**src/rtl/bmds_pkg.sv**
```systemverilog
// Shared constants and types for the bit clock divider solver.
`default_nettype none
package bmds_pkg;

    localparam int unsigned DATA_W      = 32;
    localparam int unsigned CNT_W       = $clog2(DATA_W + 1);
    localparam int unsigned NUM_PORTS   = 8;
    localparam int unsigned PORT_W      = 3;
    localparam int unsigned NUM_SOURCES = 4;
    localparam int unsigned MN_W        = 24;

    localparam logic [DATA_W-1:0] SCR_LIMIT = 32'd4096;
    localparam logic [DATA_W-1:0] MN_MAX    = 32'h00ffffff;

    // port source codes
    localparam logic [1:0] SRC_NONE    = 2'd0;
    localparam logic [1:0] SRC_MN      = 2'd1;
    localparam logic [1:0] SRC_CRYSTAL = 2'd2;

    // input commands
    localparam logic CMD_SET     = 1'b0;
    localparam logic CMD_RELEASE = 1'b1;

    // configuration register indexes
    localparam logic [2:0] REG_FREQ_0   = 3'd0;
    localparam logic [2:0] REG_FREQ_1   = 3'd1;
    localparam logic [2:0] REG_FREQ_2   = 3'd2;
    localparam logic [2:0] REG_FREQ_3   = 3'd3;
    localparam logic [2:0] REG_COUNT    = 3'd4;
    localparam logic [2:0] REG_CRYSTAL  = 3'd5;

    typedef logic [DATA_W-1:0] word_t;

endpackage
`default_nettype wire

```
**src/rtl/bclk_mn_divider_solver.sv**
```systemverilog
// Top level of the bit clock divider solver: sequencer, port state and result register.
// One item per transfer; the result comes back as one transfer on the m_ side and the
// next item is taken once that result has been taken. A release or a zero rate ends
// straight from idle. A set runs every division and remainder through one bit-serial
// divider: up to 4 entry checks for the crystal path, up to 4 exact checks, then per
// entry one quotient, up to SCR_LIMIT/2 trial remainders, a gcd of up to about 47
// remainder steps and two more divisions. The worst case is four entries each running
// the full downward SCR search.
`default_nettype none
module bclk_mn_divider_solver (
    input  wire                          aclk,
    input  wire                          aresetn,
    input  wire                          cfg_wr_en,
    input  wire  [2:0]                   cfg_index,
    input  wire  bmds_pkg::word_t        cfg_data,
    input  wire                          s_tvalid,
    output logic                         s_tready,
    input  wire  [39:0]                  s_tdata,   // port[2:0], bit_rate[34:3], zero pad
    input  wire                          s_tuser,   // cmd
    output logic                         m_tvalid,
    input  wire                          m_tready,
    output logic [87:0]                  m_tdata    // status, source_kind, need_ecs,
                                                    // scr_divisor, m_value, n_value,
                                                    // new_source_selected,
                                                    // shared_source_entry, zero pad
);
    import bmds_pkg::*;

    typedef enum logic [8:0] {
        ST_IDLE = 9'b000000001,
        ST_CX   = 9'b000000010,
        ST_FX   = 9'b000000100,
        ST_SM0  = 9'b000001000,
        ST_SMOD = 9'b000010000,
        ST_GCD  = 9'b000100000,
        ST_NDIV = 9'b001000000,
        ST_MDIV = 9'b010000000,
        ST_SPARE = 9'b100000000
    } state_t;

    // configuration
    word_t      freq_reg [NUM_SOURCES];
    logic [2:0] count_reg;
    logic [2:0] crystal_reg;

    always_ff @(posedge aclk) begin
        if (!aresetn) begin
            freq_reg[0] <= 32'd19200000;
            freq_reg[1] <= 32'd24576000;
            freq_reg[2] <= 32'd96000000;
            freq_reg[3] <= 32'd0;
            count_reg   <= 3'd3;
            crystal_reg <= 3'd4;
        end else if (cfg_wr_en) begin
            unique case (cfg_index)
                REG_FREQ_0:  freq_reg[0] <= cfg_data;
                REG_FREQ_1:  freq_reg[1] <= cfg_data;
                REG_FREQ_2:  freq_reg[2] <= cfg_data;
                REG_FREQ_3:  freq_reg[3] <= cfg_data;
                REG_COUNT:   count_reg   <= cfg_data[2:0];
                REG_CRYSTAL: crystal_reg <= cfg_data[2:0];
                default: ;
            endcase
        end
    end

    state_t            state_reg, state_next;
    logic              wait_reg, wait_next;
    logic [2:0]        idx_reg, idx_next;
    logic              locked_reg, locked_next;
    logic              in_use_reg, in_use_next;
    logic [PORT_W-1:0] port_reg, port_next;
    word_t             bclk_reg, bclk_next;
    word_t             s_reg, s_next;
    word_t             part_reg, part_next;
    word_t             ga_reg, ga_next;
    word_t             gb_reg, gb_next;
    logic [MN_W-1:0]   nn_reg, nn_next;
    logic [1:0]        src_reg [NUM_PORTS];
    logic [1:0]        src_next [NUM_PORTS];
    logic [1:0]        mn_entry_reg, mn_entry_next;
    logic              mn_written_reg, mn_written_next;

    logic              ov_reg, ov_next;
    logic              o_status_reg, o_status_next;
    logic [1:0]        o_kind_reg, o_kind_next;
    logic              o_ecs_reg, o_ecs_next;
    word_t             o_scr_reg, o_scr_next;
    logic [MN_W-1:0]   o_m_reg, o_m_next;
    logic [MN_W-1:0]   o_n_reg, o_n_next;
    logic              o_fresh_reg, o_fresh_next;
    logic [1:0]        o_shared_reg, o_shared_next;

    logic              div_start, div_done;
    word_t             div_a, div_b, div_q, div_r;

    bmds_div u_div (
        .aclk      (aclk),
        .aresetn   (aresetn),
        .start     (div_start),
        .dividend  (div_a),
        .divisor   (div_b),
        .done      (div_done),
        .quotient  (div_q),
        .remainder (div_r)
    );

    logic [2:0]        used_cnt;
    word_t             freq_sel;
    logic              in_use_acc;
    logic              fin;
    logic              f_status;
    logic [1:0]        f_kind;
    word_t             f_scr;
    logic [MN_W-1:0]   f_m, f_n;
    logic              f_fresh;
    logic              sm_fail;
    logic              sm_ok;
    word_t             s_odd;

    assign used_cnt = (count_reg > 3'(NUM_SOURCES)) ? 3'(NUM_SOURCES) : count_reg;
    assign freq_sel = freq_reg[idx_reg[1:0]];
    assign s_tready = (state_reg == ST_IDLE) && !ov_reg;

    // another port already on the M/N path locks the shared source
    always_comb begin
        in_use_acc = 1'b0;
        for (int i = 0; i < NUM_PORTS; i++)
            if (PORT_W'(i) != s_tdata[2:0] && src_reg[i] == SRC_MN)
                in_use_acc = 1'b1;
    end

    always_comb begin
        state_next      = state_reg;
        wait_next       = wait_reg;
        idx_next        = idx_reg;
        locked_next     = locked_reg;
        in_use_next     = in_use_reg;
        port_next       = port_reg;
        bclk_next       = bclk_reg;
        s_next          = s_reg;
        part_next       = part_reg;
        ga_next         = ga_reg;
        gb_next         = gb_reg;
        nn_next         = nn_reg;
        src_next        = src_reg;
        mn_entry_next   = mn_entry_reg;
        mn_written_next = mn_written_reg;
        ov_next         = ov_reg && !m_tready;
        o_status_next   = o_status_reg;
        o_kind_next     = o_kind_reg;
        o_ecs_next      = o_ecs_reg;
        o_scr_next      = o_scr_reg;
        o_m_next        = o_m_reg;
        o_n_next        = o_n_reg;
        o_fresh_next    = o_fresh_reg;
        o_shared_next   = o_shared_reg;
        div_start       = 1'b0;
        div_a           = freq_sel;
        div_b           = bclk_reg;
        fin             = 1'b0;
        f_status        = 1'b1;
        f_kind          = SRC_NONE;
        f_scr           = '0;
        f_m             = '0;
        f_n             = '0;
        f_fresh         = 1'b0;
        sm_fail         = 1'b0;
        sm_ok           = 1'b0;
        s_odd           = div_q[0] ? (div_q - 1'b1) : div_q;

        unique case (state_reg)
            ST_IDLE: begin
                if (s_tvalid && s_tready) begin
                    port_next            = s_tdata[2:0];
                    bclk_next            = s_tdata[34:3];
                    in_use_next          = in_use_acc;
                    src_next[s_tdata[2:0]] = SRC_NONE;
                    wait_next            = 1'b0;
                    idx_next             = '0;
                    if (s_tuser == CMD_RELEASE) begin
                        fin      = 1'b1;
                        f_status = 1'b0;
                    end else if (s_tdata[34:3] == '0) begin
                        fin = 1'b1;
                    end else begin
                        state_next = ST_CX;
                    end
                end
            end

            ST_CX: begin
                if (idx_reg >= used_cnt) begin
                    if (in_use_reg) begin
                        idx_next    = {1'b0, mn_entry_reg};
                        locked_next = 1'b1;
                        state_next  = ST_SM0;
                    end else begin
                        idx_next    = '0;
                        locked_next = 1'b0;
                        state_next  = ST_FX;
                    end
                end else if (freq_sel == '0) begin
                    idx_next = idx_reg + 1'b1;
                end else if (!wait_reg) begin
                    div_start = 1'b1;
                    wait_next = 1'b1;
                end else if (div_done) begin
                    wait_next = 1'b0;
                    idx_next  = idx_reg + 1'b1;
                    if (div_r == '0) begin
                        if (idx_reg == crystal_reg) begin
                            fin      = 1'b1;
                            f_status = 1'b0;
                            f_kind   = SRC_CRYSTAL;
                            f_scr    = div_q;
                            f_m      = MN_W'(1);
                            f_n      = MN_W'(1);
                            src_next[port_reg] = SRC_CRYSTAL;
                        end else if (!in_use_reg ||
                                     (mn_written_reg && {1'b0, mn_entry_reg} == idx_reg)) begin
                            idx_next = used_cnt;   // leave the search
                        end
                    end
                end
            end

            ST_FX: begin
                if (idx_reg >= used_cnt) begin
                    idx_next    = '0;
                    locked_next = 1'b0;
                    state_next  = ST_SM0;
                end else if (freq_sel == '0) begin
                    idx_next = idx_reg + 1'b1;
                end else if (!wait_reg) begin
                    div_start = 1'b1;
                    wait_next = 1'b1;
                end else if (div_done) begin
                    wait_next = 1'b0;
                    idx_next  = idx_reg + 1'b1;
                    if (div_r == '0) begin
                        locked_next = 1'b0;
                        s_next      = div_q;
                        ga_next     = 32'd1;
                        nn_next     = MN_W'(1);
                        sm_ok       = 1'b1;
                    end
                end
            end

            ST_SM0: begin
                if (!locked_reg && idx_reg >= used_cnt) begin
                    fin = 1'b1;
                end else if (freq_sel == '0) begin
                    sm_fail = 1'b1;
                end else if (!wait_reg) begin
                    div_start = 1'b1;
                    wait_next = 1'b1;
                end else if (div_done) begin
                    wait_next = 1'b0;
                    if (div_r == '0 && div_q < SCR_LIMIT) begin
                        s_next  = div_q;
                        ga_next = 32'd1;
                        nn_next = MN_W'(1);
                        sm_ok   = 1'b1;
                    end else if ({bclk_reg, 1'b0} >= {1'b0, freq_sel}) begin
                        sm_fail = 1'b1;
                    end else begin
                        s_next     = (s_odd > SCR_LIMIT) ? SCR_LIMIT : s_odd;
                        state_next = ST_SMOD;
                    end
                end
            end

            ST_SMOD: begin
                div_b = s_reg;
                if (!wait_reg) begin
                    div_start = 1'b1;
                    wait_next = 1'b1;
                end else if (div_done) begin
                    wait_next = 1'b0;
                    if (div_r == '0) begin
                        part_next  = div_q;
                        ga_next    = bclk_reg;
                        gb_next    = div_q;
                        state_next = ST_GCD;
                    end else if (s_reg == 32'd2) begin
                        sm_fail = 1'b1;
                    end else begin
                        s_next = s_reg - 32'd2;
                    end
                end
            end

            ST_GCD: begin
                div_a = ga_reg;
                div_b = gb_reg;
                if (gb_reg == '0) begin
                    state_next = ST_NDIV;
                end else if (!wait_reg) begin
                    div_start = 1'b1;
                    wait_next = 1'b1;
                end else if (div_done) begin
                    wait_next = 1'b0;
                    ga_next   = gb_reg;
                    gb_next   = div_r;
                end
            end

            ST_NDIV: begin
                div_a = part_reg;
                div_b = ga_reg;
                if (!wait_reg) begin
                    div_start = 1'b1;
                    wait_next = 1'b1;
                end else if (div_done) begin
                    wait_next = 1'b0;
                    if (div_q > MN_MAX) begin
                        sm_fail = 1'b1;
                    end else begin
                        nn_next    = div_q[MN_W-1:0];
                        state_next = ST_MDIV;
                    end
                end
            end

            ST_MDIV: begin
                div_a = bclk_reg;
                div_b = ga_reg;
                if (!wait_reg) begin
                    div_start = 1'b1;
                    wait_next = 1'b1;
                end else if (div_done) begin
                    wait_next = 1'b0;
                    ga_next   = {8'd0, div_q[MN_W-1:0]};
                    sm_ok     = 1'b1;
                end
            end

            default: begin
                state_next = ST_IDLE;
            end
        endcase

        if (sm_fail) begin
            if (locked_reg) begin
                fin = 1'b1;
            end else begin
                idx_next   = idx_reg + 1'b1;
                state_next = ST_SM0;
            end
        end

        if (sm_ok) begin
            fin      = 1'b1;
            f_status = 1'b0;
            f_kind   = SRC_MN;
            f_scr    = s_next;
            f_m      = ga_next[MN_W-1:0];
            f_n      = nn_next;
            src_next[port_reg] = SRC_MN;
            if (!locked_reg) begin
                mn_entry_next   = idx_reg[1:0];
                mn_written_next = 1'b1;
                f_fresh         = 1'b1;
            end
        end

        if (fin) begin
            state_next    = ST_IDLE;
            wait_next     = 1'b0;
            ov_next       = 1'b1;
            o_status_next = f_status;
            o_kind_next   = f_kind;
            o_ecs_next    = (f_kind == SRC_MN);
            o_scr_next    = f_scr;
            o_m_next      = f_m;
            o_n_next      = f_n;
            o_fresh_next  = f_fresh;
            o_shared_next = mn_written_next ? mn_entry_next : 2'd0;
        end
    end

    always_ff @(posedge aclk) begin
        if (!aresetn) begin
            state_reg      <= ST_IDLE;
            wait_reg       <= 1'b0;
            ov_reg         <= 1'b0;
            mn_written_reg <= 1'b0;
            for (int i = 0; i < NUM_PORTS; i++)
                src_reg[i] <= SRC_NONE;
        end else begin
            state_reg      <= state_next;
            wait_reg       <= wait_next;
            ov_reg         <= ov_next;
            mn_written_reg <= mn_written_next;
            src_reg        <= src_next;
        end
        idx_reg      <= idx_next;
        locked_reg   <= locked_next;
        in_use_reg   <= in_use_next;
        port_reg     <= port_next;
        bclk_reg     <= bclk_next;
        s_reg        <= s_next;
        part_reg     <= part_next;
        ga_reg       <= ga_next;
        gb_reg       <= gb_next;
        nn_reg       <= nn_next;
        mn_entry_reg <= mn_entry_next;
        o_status_reg <= o_status_next;
        o_kind_reg   <= o_kind_next;
        o_ecs_reg    <= o_ecs_next;
        o_scr_reg    <= o_scr_next;
        o_m_reg      <= o_m_next;
        o_n_reg      <= o_n_next;
        o_fresh_reg  <= o_fresh_next;
        o_shared_reg <= o_shared_next;
    end

    assign m_tvalid = ov_reg;
    assign m_tdata  = {1'b0, o_shared_reg, o_fresh_reg, o_n_reg, o_m_reg, o_scr_reg,
                       o_ecs_reg, o_kind_reg, o_status_reg};

endmodule
`default_nettype wire

```
**src/rtl/bmds_div.sv**
```systemverilog
// Bit-serial restoring divider, one quotient bit per cycle.
`default_nettype none
module bmds_div (
    input  wire                    aclk,
    input  wire                    aresetn,
    input  wire                    start,
    input  wire  bmds_pkg::word_t  dividend,
    input  wire  bmds_pkg::word_t  divisor,
    output logic                   done,
    output bmds_pkg::word_t        quotient,
    output bmds_pkg::word_t        remainder
);
    import bmds_pkg::*;

    logic              busy_reg, busy_next;
    logic              done_reg, done_next;
    logic [CNT_W-1:0]  cnt_reg, cnt_next;
    word_t             quo_reg, quo_next;
    word_t             rem_reg, rem_next;
    word_t             dvs_reg, dvs_next;
    logic [DATA_W:0]   shifted;
    logic [DATA_W:0]   diff;

    assign shifted = {rem_reg, quo_reg[DATA_W-1]};
    assign diff    = shifted - {1'b0, dvs_reg};

    always_comb begin
        busy_next = busy_reg;
        done_next = 1'b0;
        cnt_next  = cnt_reg;
        quo_next  = quo_reg;
        rem_next  = rem_reg;
        dvs_next  = dvs_reg;
        if (start) begin
            busy_next = 1'b1;
            cnt_next  = CNT_W'(DATA_W);
            quo_next  = dividend;
            rem_next  = '0;
            dvs_next  = divisor;
        end else if (busy_reg) begin
            if (!diff[DATA_W]) begin
                rem_next = diff[DATA_W-1:0];
                quo_next = {quo_reg[DATA_W-2:0], 1'b1};
            end else begin
                rem_next = shifted[DATA_W-1:0];
                quo_next = {quo_reg[DATA_W-2:0], 1'b0};
            end
            cnt_next = cnt_reg - 1'b1;
            if (cnt_reg == CNT_W'(1)) begin
                busy_next = 1'b0;
                done_next = 1'b1;
            end
        end
    end

    always_ff @(posedge aclk) begin
        if (!aresetn) begin
            busy_reg <= 1'b0;
            done_reg <= 1'b0;
        end else begin
            busy_reg <= busy_next;
            done_reg <= done_next;
        end
        cnt_reg <= cnt_next;
        quo_reg <= quo_next;
        rem_reg <= rem_next;
        dvs_reg <= dvs_next;
    end

    assign done      = done_reg;
    assign quotient  = quo_reg;
    assign remainder = rem_reg;

endmodule
`default_nettype wire

```
**config.mk**
```make
export PLATFORM = sky130hd
export DESIGN_NAME = bclk_mn_divider_solver
export DESIGN_NICKNAME = d
export VERILOG_FILES = /design/src/rtl/bmds_pkg.sv /design/src/rtl/bclk_mn_divider_solver.sv /design/src/rtl/bmds_div.sv
export SDC_FILE = /design/constraint.sdc
export NUM_CORES = 1
export LEC_CHECK = 0
export BUFFER_PORTS_ARGS = -buffer_cell sky130_fd_sc_hd__buf_4
export CORE_MARGIN = 5
export CORE_UTILIZATION = 48
export DETAILED_ROUTE_END_ITERATION = 8
export PLACE_DENSITY = 0.65
export SKIP_CTS_REPAIR_TIMING = 1
export SLEW_MARGIN = 20
export SYNTH_ARGS = -nofsm -noshare
export SYNTH_HDL_FRONTEND = slang
export SYNTH_HIERARCHICAL = 1
export SYNTH_SLANG_ARGS = --single-unit
export TNS_END_PERCENT = 50
```
**constraint.sdc**
```tcl
create_clock -name aclk -period 8.23 [get_ports aclk]
set_clock_uncertainty 0.05 [all_clocks]
set_input_delay 1.646 -clock aclk [delete_from_list [all_inputs] [get_ports aclk]]
set_output_delay 1.646 -clock aclk [all_outputs]
set_load 0.03 [all_outputs]
```
==> impl_metrics.csv <==
group,metric,value,unit
cts,clock_latency,630,ps
die,initial_core_util,0.4836,
pwr,leakage,11.92,nW
synth,ys_seq_area_frac,0.5316,
cts,cts.clk_slew.worst_paths,60,ps
grt,grt_max_degree,78,
cts,cts_root_buf,"clkbuf_16",
sta,grt_setup_unrepaired,"no",
placement,hpwl,64090,µm
routing,highest_layer,"met4",
routing,met3RoutedLength,9169,µm
routing,drtAntennaViolNets,0,
flow_run,maxCapViolations,0,
pwr,powerDensity,191.7,nW/µm²
sta,worst_slew_pin_slew,1141,ps
cells_and_area,nets,2908,
synth,synth_edf_count,387,
cts,cts_tree,"yes",
pwr,vdd_ir_drop_max,0.0001450,V
grt,grt_pass1_vias,21648,
sta,slew_viol_final,0,
critical_path,path_class,"flop to flop",
routing,met2_wirelength,39960,µm
cells_and_area,largest_reg_flops,128,
routing,firstDrtPassIters,8,
hold_path,hold_class,"flop to flop",
sta,setup_viol_count_final,0,
routing,wl,91180,µm
placement,placed_cells,3461,
sta,holdWs,419.2,ps
synth,ys.flop_type,"edfxtp_1",
placement,port_buffers,164,
synth,synthCells,2638,
synth,synth.distinct_cells,96,
grt,grt_pass1_wl,136300,µm
cts,htree_levels,2,
sta,clock.fmax,167.8,MHz
pwr,power,0.006099,W
critical_path,cp.required,8420,ps
die,io_pins,171,
routing,viasPerCell,6.309,
cts,cts_buffers,58,
outcome,outcome,"completed",
die,die_x,250.9,µm
die,die_y,250.9,µm
synth,yosys_warnings,6,
routing,route.detailed.drc,0,
sta,tns,0,ps
routing,drt_iter0_markers,2818,
synth,synth_area_per_cell,10.56,µm²
synth,synth-seq-cells,546,
cts,clockBufferDepth,3,
critical_path,arrival,6150,ps
grt,grt_util_all_layers,0.2787,
die,rows,88,
sta,period_minus_slack,5959,ps
cells_and_area,layout.cells.non_filler,3566,
sta,min_period_over_period,0.7241,
die,coreArea,57590,µm²
critical_path,worstSetupEndpointType,"flop",
grt,gr-total-overflow,0,
sta,relSlewSlack,0.2367,
synth,synthArstFlopShare,0,
cells_and_area,drive_above_1_share,0.1493,
sta,hold_viol,0,
critical_path,cp_max_fo,77,
routing,wl_per_cell,25.57,µm
critical_path,cp-start-kind,"flop",
cts,cts.sinks,546,
die,die-area,62930,µm²
routing,vias,22498,
cells_and_area,area_growth_syn_to_layout,14.24,%
placement,globalplace.congestion,0.9477,
synth,syn_area,27850,µm²
routing,met1_length,37380,µm
grt,antenna_found_initial,2,
[cells in the mapped netlist, drive strengths merged, types with 8 or more instances]
| cell type | number | area share |
|---|---|---|
| edfxtp | 387 | 0.42 |
| nand2 | 351 | 0.047 |
| dfxtp | 159 | 0.11 |
| and2 | 155 | 0.035 |
| nor2 | 152 | 0.020 |
| a21oi | 134 | 0.024 |
| clkbuf | 121 | 0.016 |
| inv | 113 | 0.015 |
| o21ai | 110 | 0.020 |
| ha | 70 | 0.031 |
| a22oi | 67 | 0.018 |
| nor4 | 61 | 0.014 |
| nor3 | 56 | 0.010 |
| nand2b | 45 | 0.010 |
| a22o | 42 | 0.013 |
| buf | 40 | 0.0085 |
| mux2 | 32 | 0.013 |
| mux4 | 32 | 0.026 |
| a222oi | 31 | 0.011 |
| nand3 | 29 | 0.0052 |
| mux2i | 28 | 0.010 |
| nand4 | 27 | 0.0061 |
| a21o | 26 | 0.0071 |
| a211oi | 25 | 0.0069 |
| xnor2 | 25 | 0.0079 |
| a221oi | 23 | 0.0072 |
| and3 | 22 | 0.0049 |
| or3 | 22 | 0.0049 |
| a31oi | 21 | 0.0049 |
| nor2b | 20 | 0.0045 |
| o211ai | 17 | 0.0049 |
| o21a | 16 | 0.0043 |
| o31ai | 14 | 0.0038 |
| or4 | 14 | 0.0038 |
| xor2 | 13 | 0.0044 |
| nor3b | 10 | 0.0027 |
| nand3b | 9 | 0.0024 |
| o2111ai | 8 | 0.0025 |
| o21bai | 8 | 0.0022 |
[metal layers]
layer	vias to the layer above	GRT usage
met5	-	0
met4	0	0.1243
met3	197	0.05328
met2	1344	0.4207
met1	10862	0.3946
li1	10095	-
[kinds of logic (layout without fill, tap and decap cells)]
kind of cell	after synthesis	in the layout	synth area share
and+or+nand+nor	994	994	0.1781
AOI/OAI and AO/OA	621	621	0.1564
DFF	546	546	0.5316
buffers and inverters	275	436	0.04039
muxes	92	92	0.04888
adders and majority gates	71	71	0.03217
xor gates and xnor gates	38	38	0.01222
other	1	3	0.0001347
[cell type report]
| cell class | count | area, µm² |
|---|---|---|
| Timing Repair Buffer | 218 | 1637 |
| Antenna cell | 1 | 2.502 |
| Clock buffer | 72 | 1565 |
| Clock inverter | 32 | 365.4 |
| Inverter | 114 | 430.4 |
| Sequential cell | 546 | 14810 |
| Fill cell | 4930 | 25770 |
| Tap cell | 765 | 957.2 |
| Multi-Input combinational cell | 1818 | 12050 |
[report_power, final]
part	internal, W	switching, W	total (W)	leakage (nW)
sequential	0.00301	0.0000472	0.00305	4.75
combinational	0.000137	0.000220	0.000357	6.24
clock	0.00157	0.00112	0.00269	0.939
total	0.00471	0.00139	0.00610	11.9
[critical path, cell delays in order, from the launching register on]
cell     delay, ps
dfxtp_2        670
buf_4          530
mux4_2         620
inv_1           80
ha_1           160
nand2_1         50
o21ai_0        320
nor2b_1         90
o31ai_1        870
o21ai_0        390
o31ai_1        450
a211o_4        380
buf_4          790
[worst paths after layout]
kind,cells past startpoint,slack (ps),from,endpoint
max reg2reg,12,2270,idx_reg[0],o_m_reg[14]
min reg2reg,1,420,nn_reg[2],nn_reg[2]
min,1,420,nn_reg[2],nn_reg[2]
max,12,2270,idx_reg[0],o_m_reg[14]
[cells in the final DEF, fill, tap and decap left out, drive strengths merged, types with 67 or more instances in the layout]
master | Yosys | final
nand2 | 351 | 351
and2 | 155 | 155
dfxtp | 159 | 159
ha | 70 | 70
buf | 40 | 218
clkbuf | 121 | 72
nor2 | 152 | 152
a22oi | 67 | 67
inv | 113 | 116
edfxtp | 387 | 387
o21ai | 110 | 110
a21oi | 134 | 134
[per-stage QoR]
stage | util | area [µm²] | setup WS [ps]
floorplan | - | 27850 | 675.9
global placement | 0.5188 | 29870 | 2458
detailed placement | 0.5188 | 29870 | 2280
CTS | 0.5523 | 31800 | 2248
global route | 0.5524 | 31810 | 1929
finish | 0.5525 | 31810 | 2271
Power figures use the tool's default switching activity.
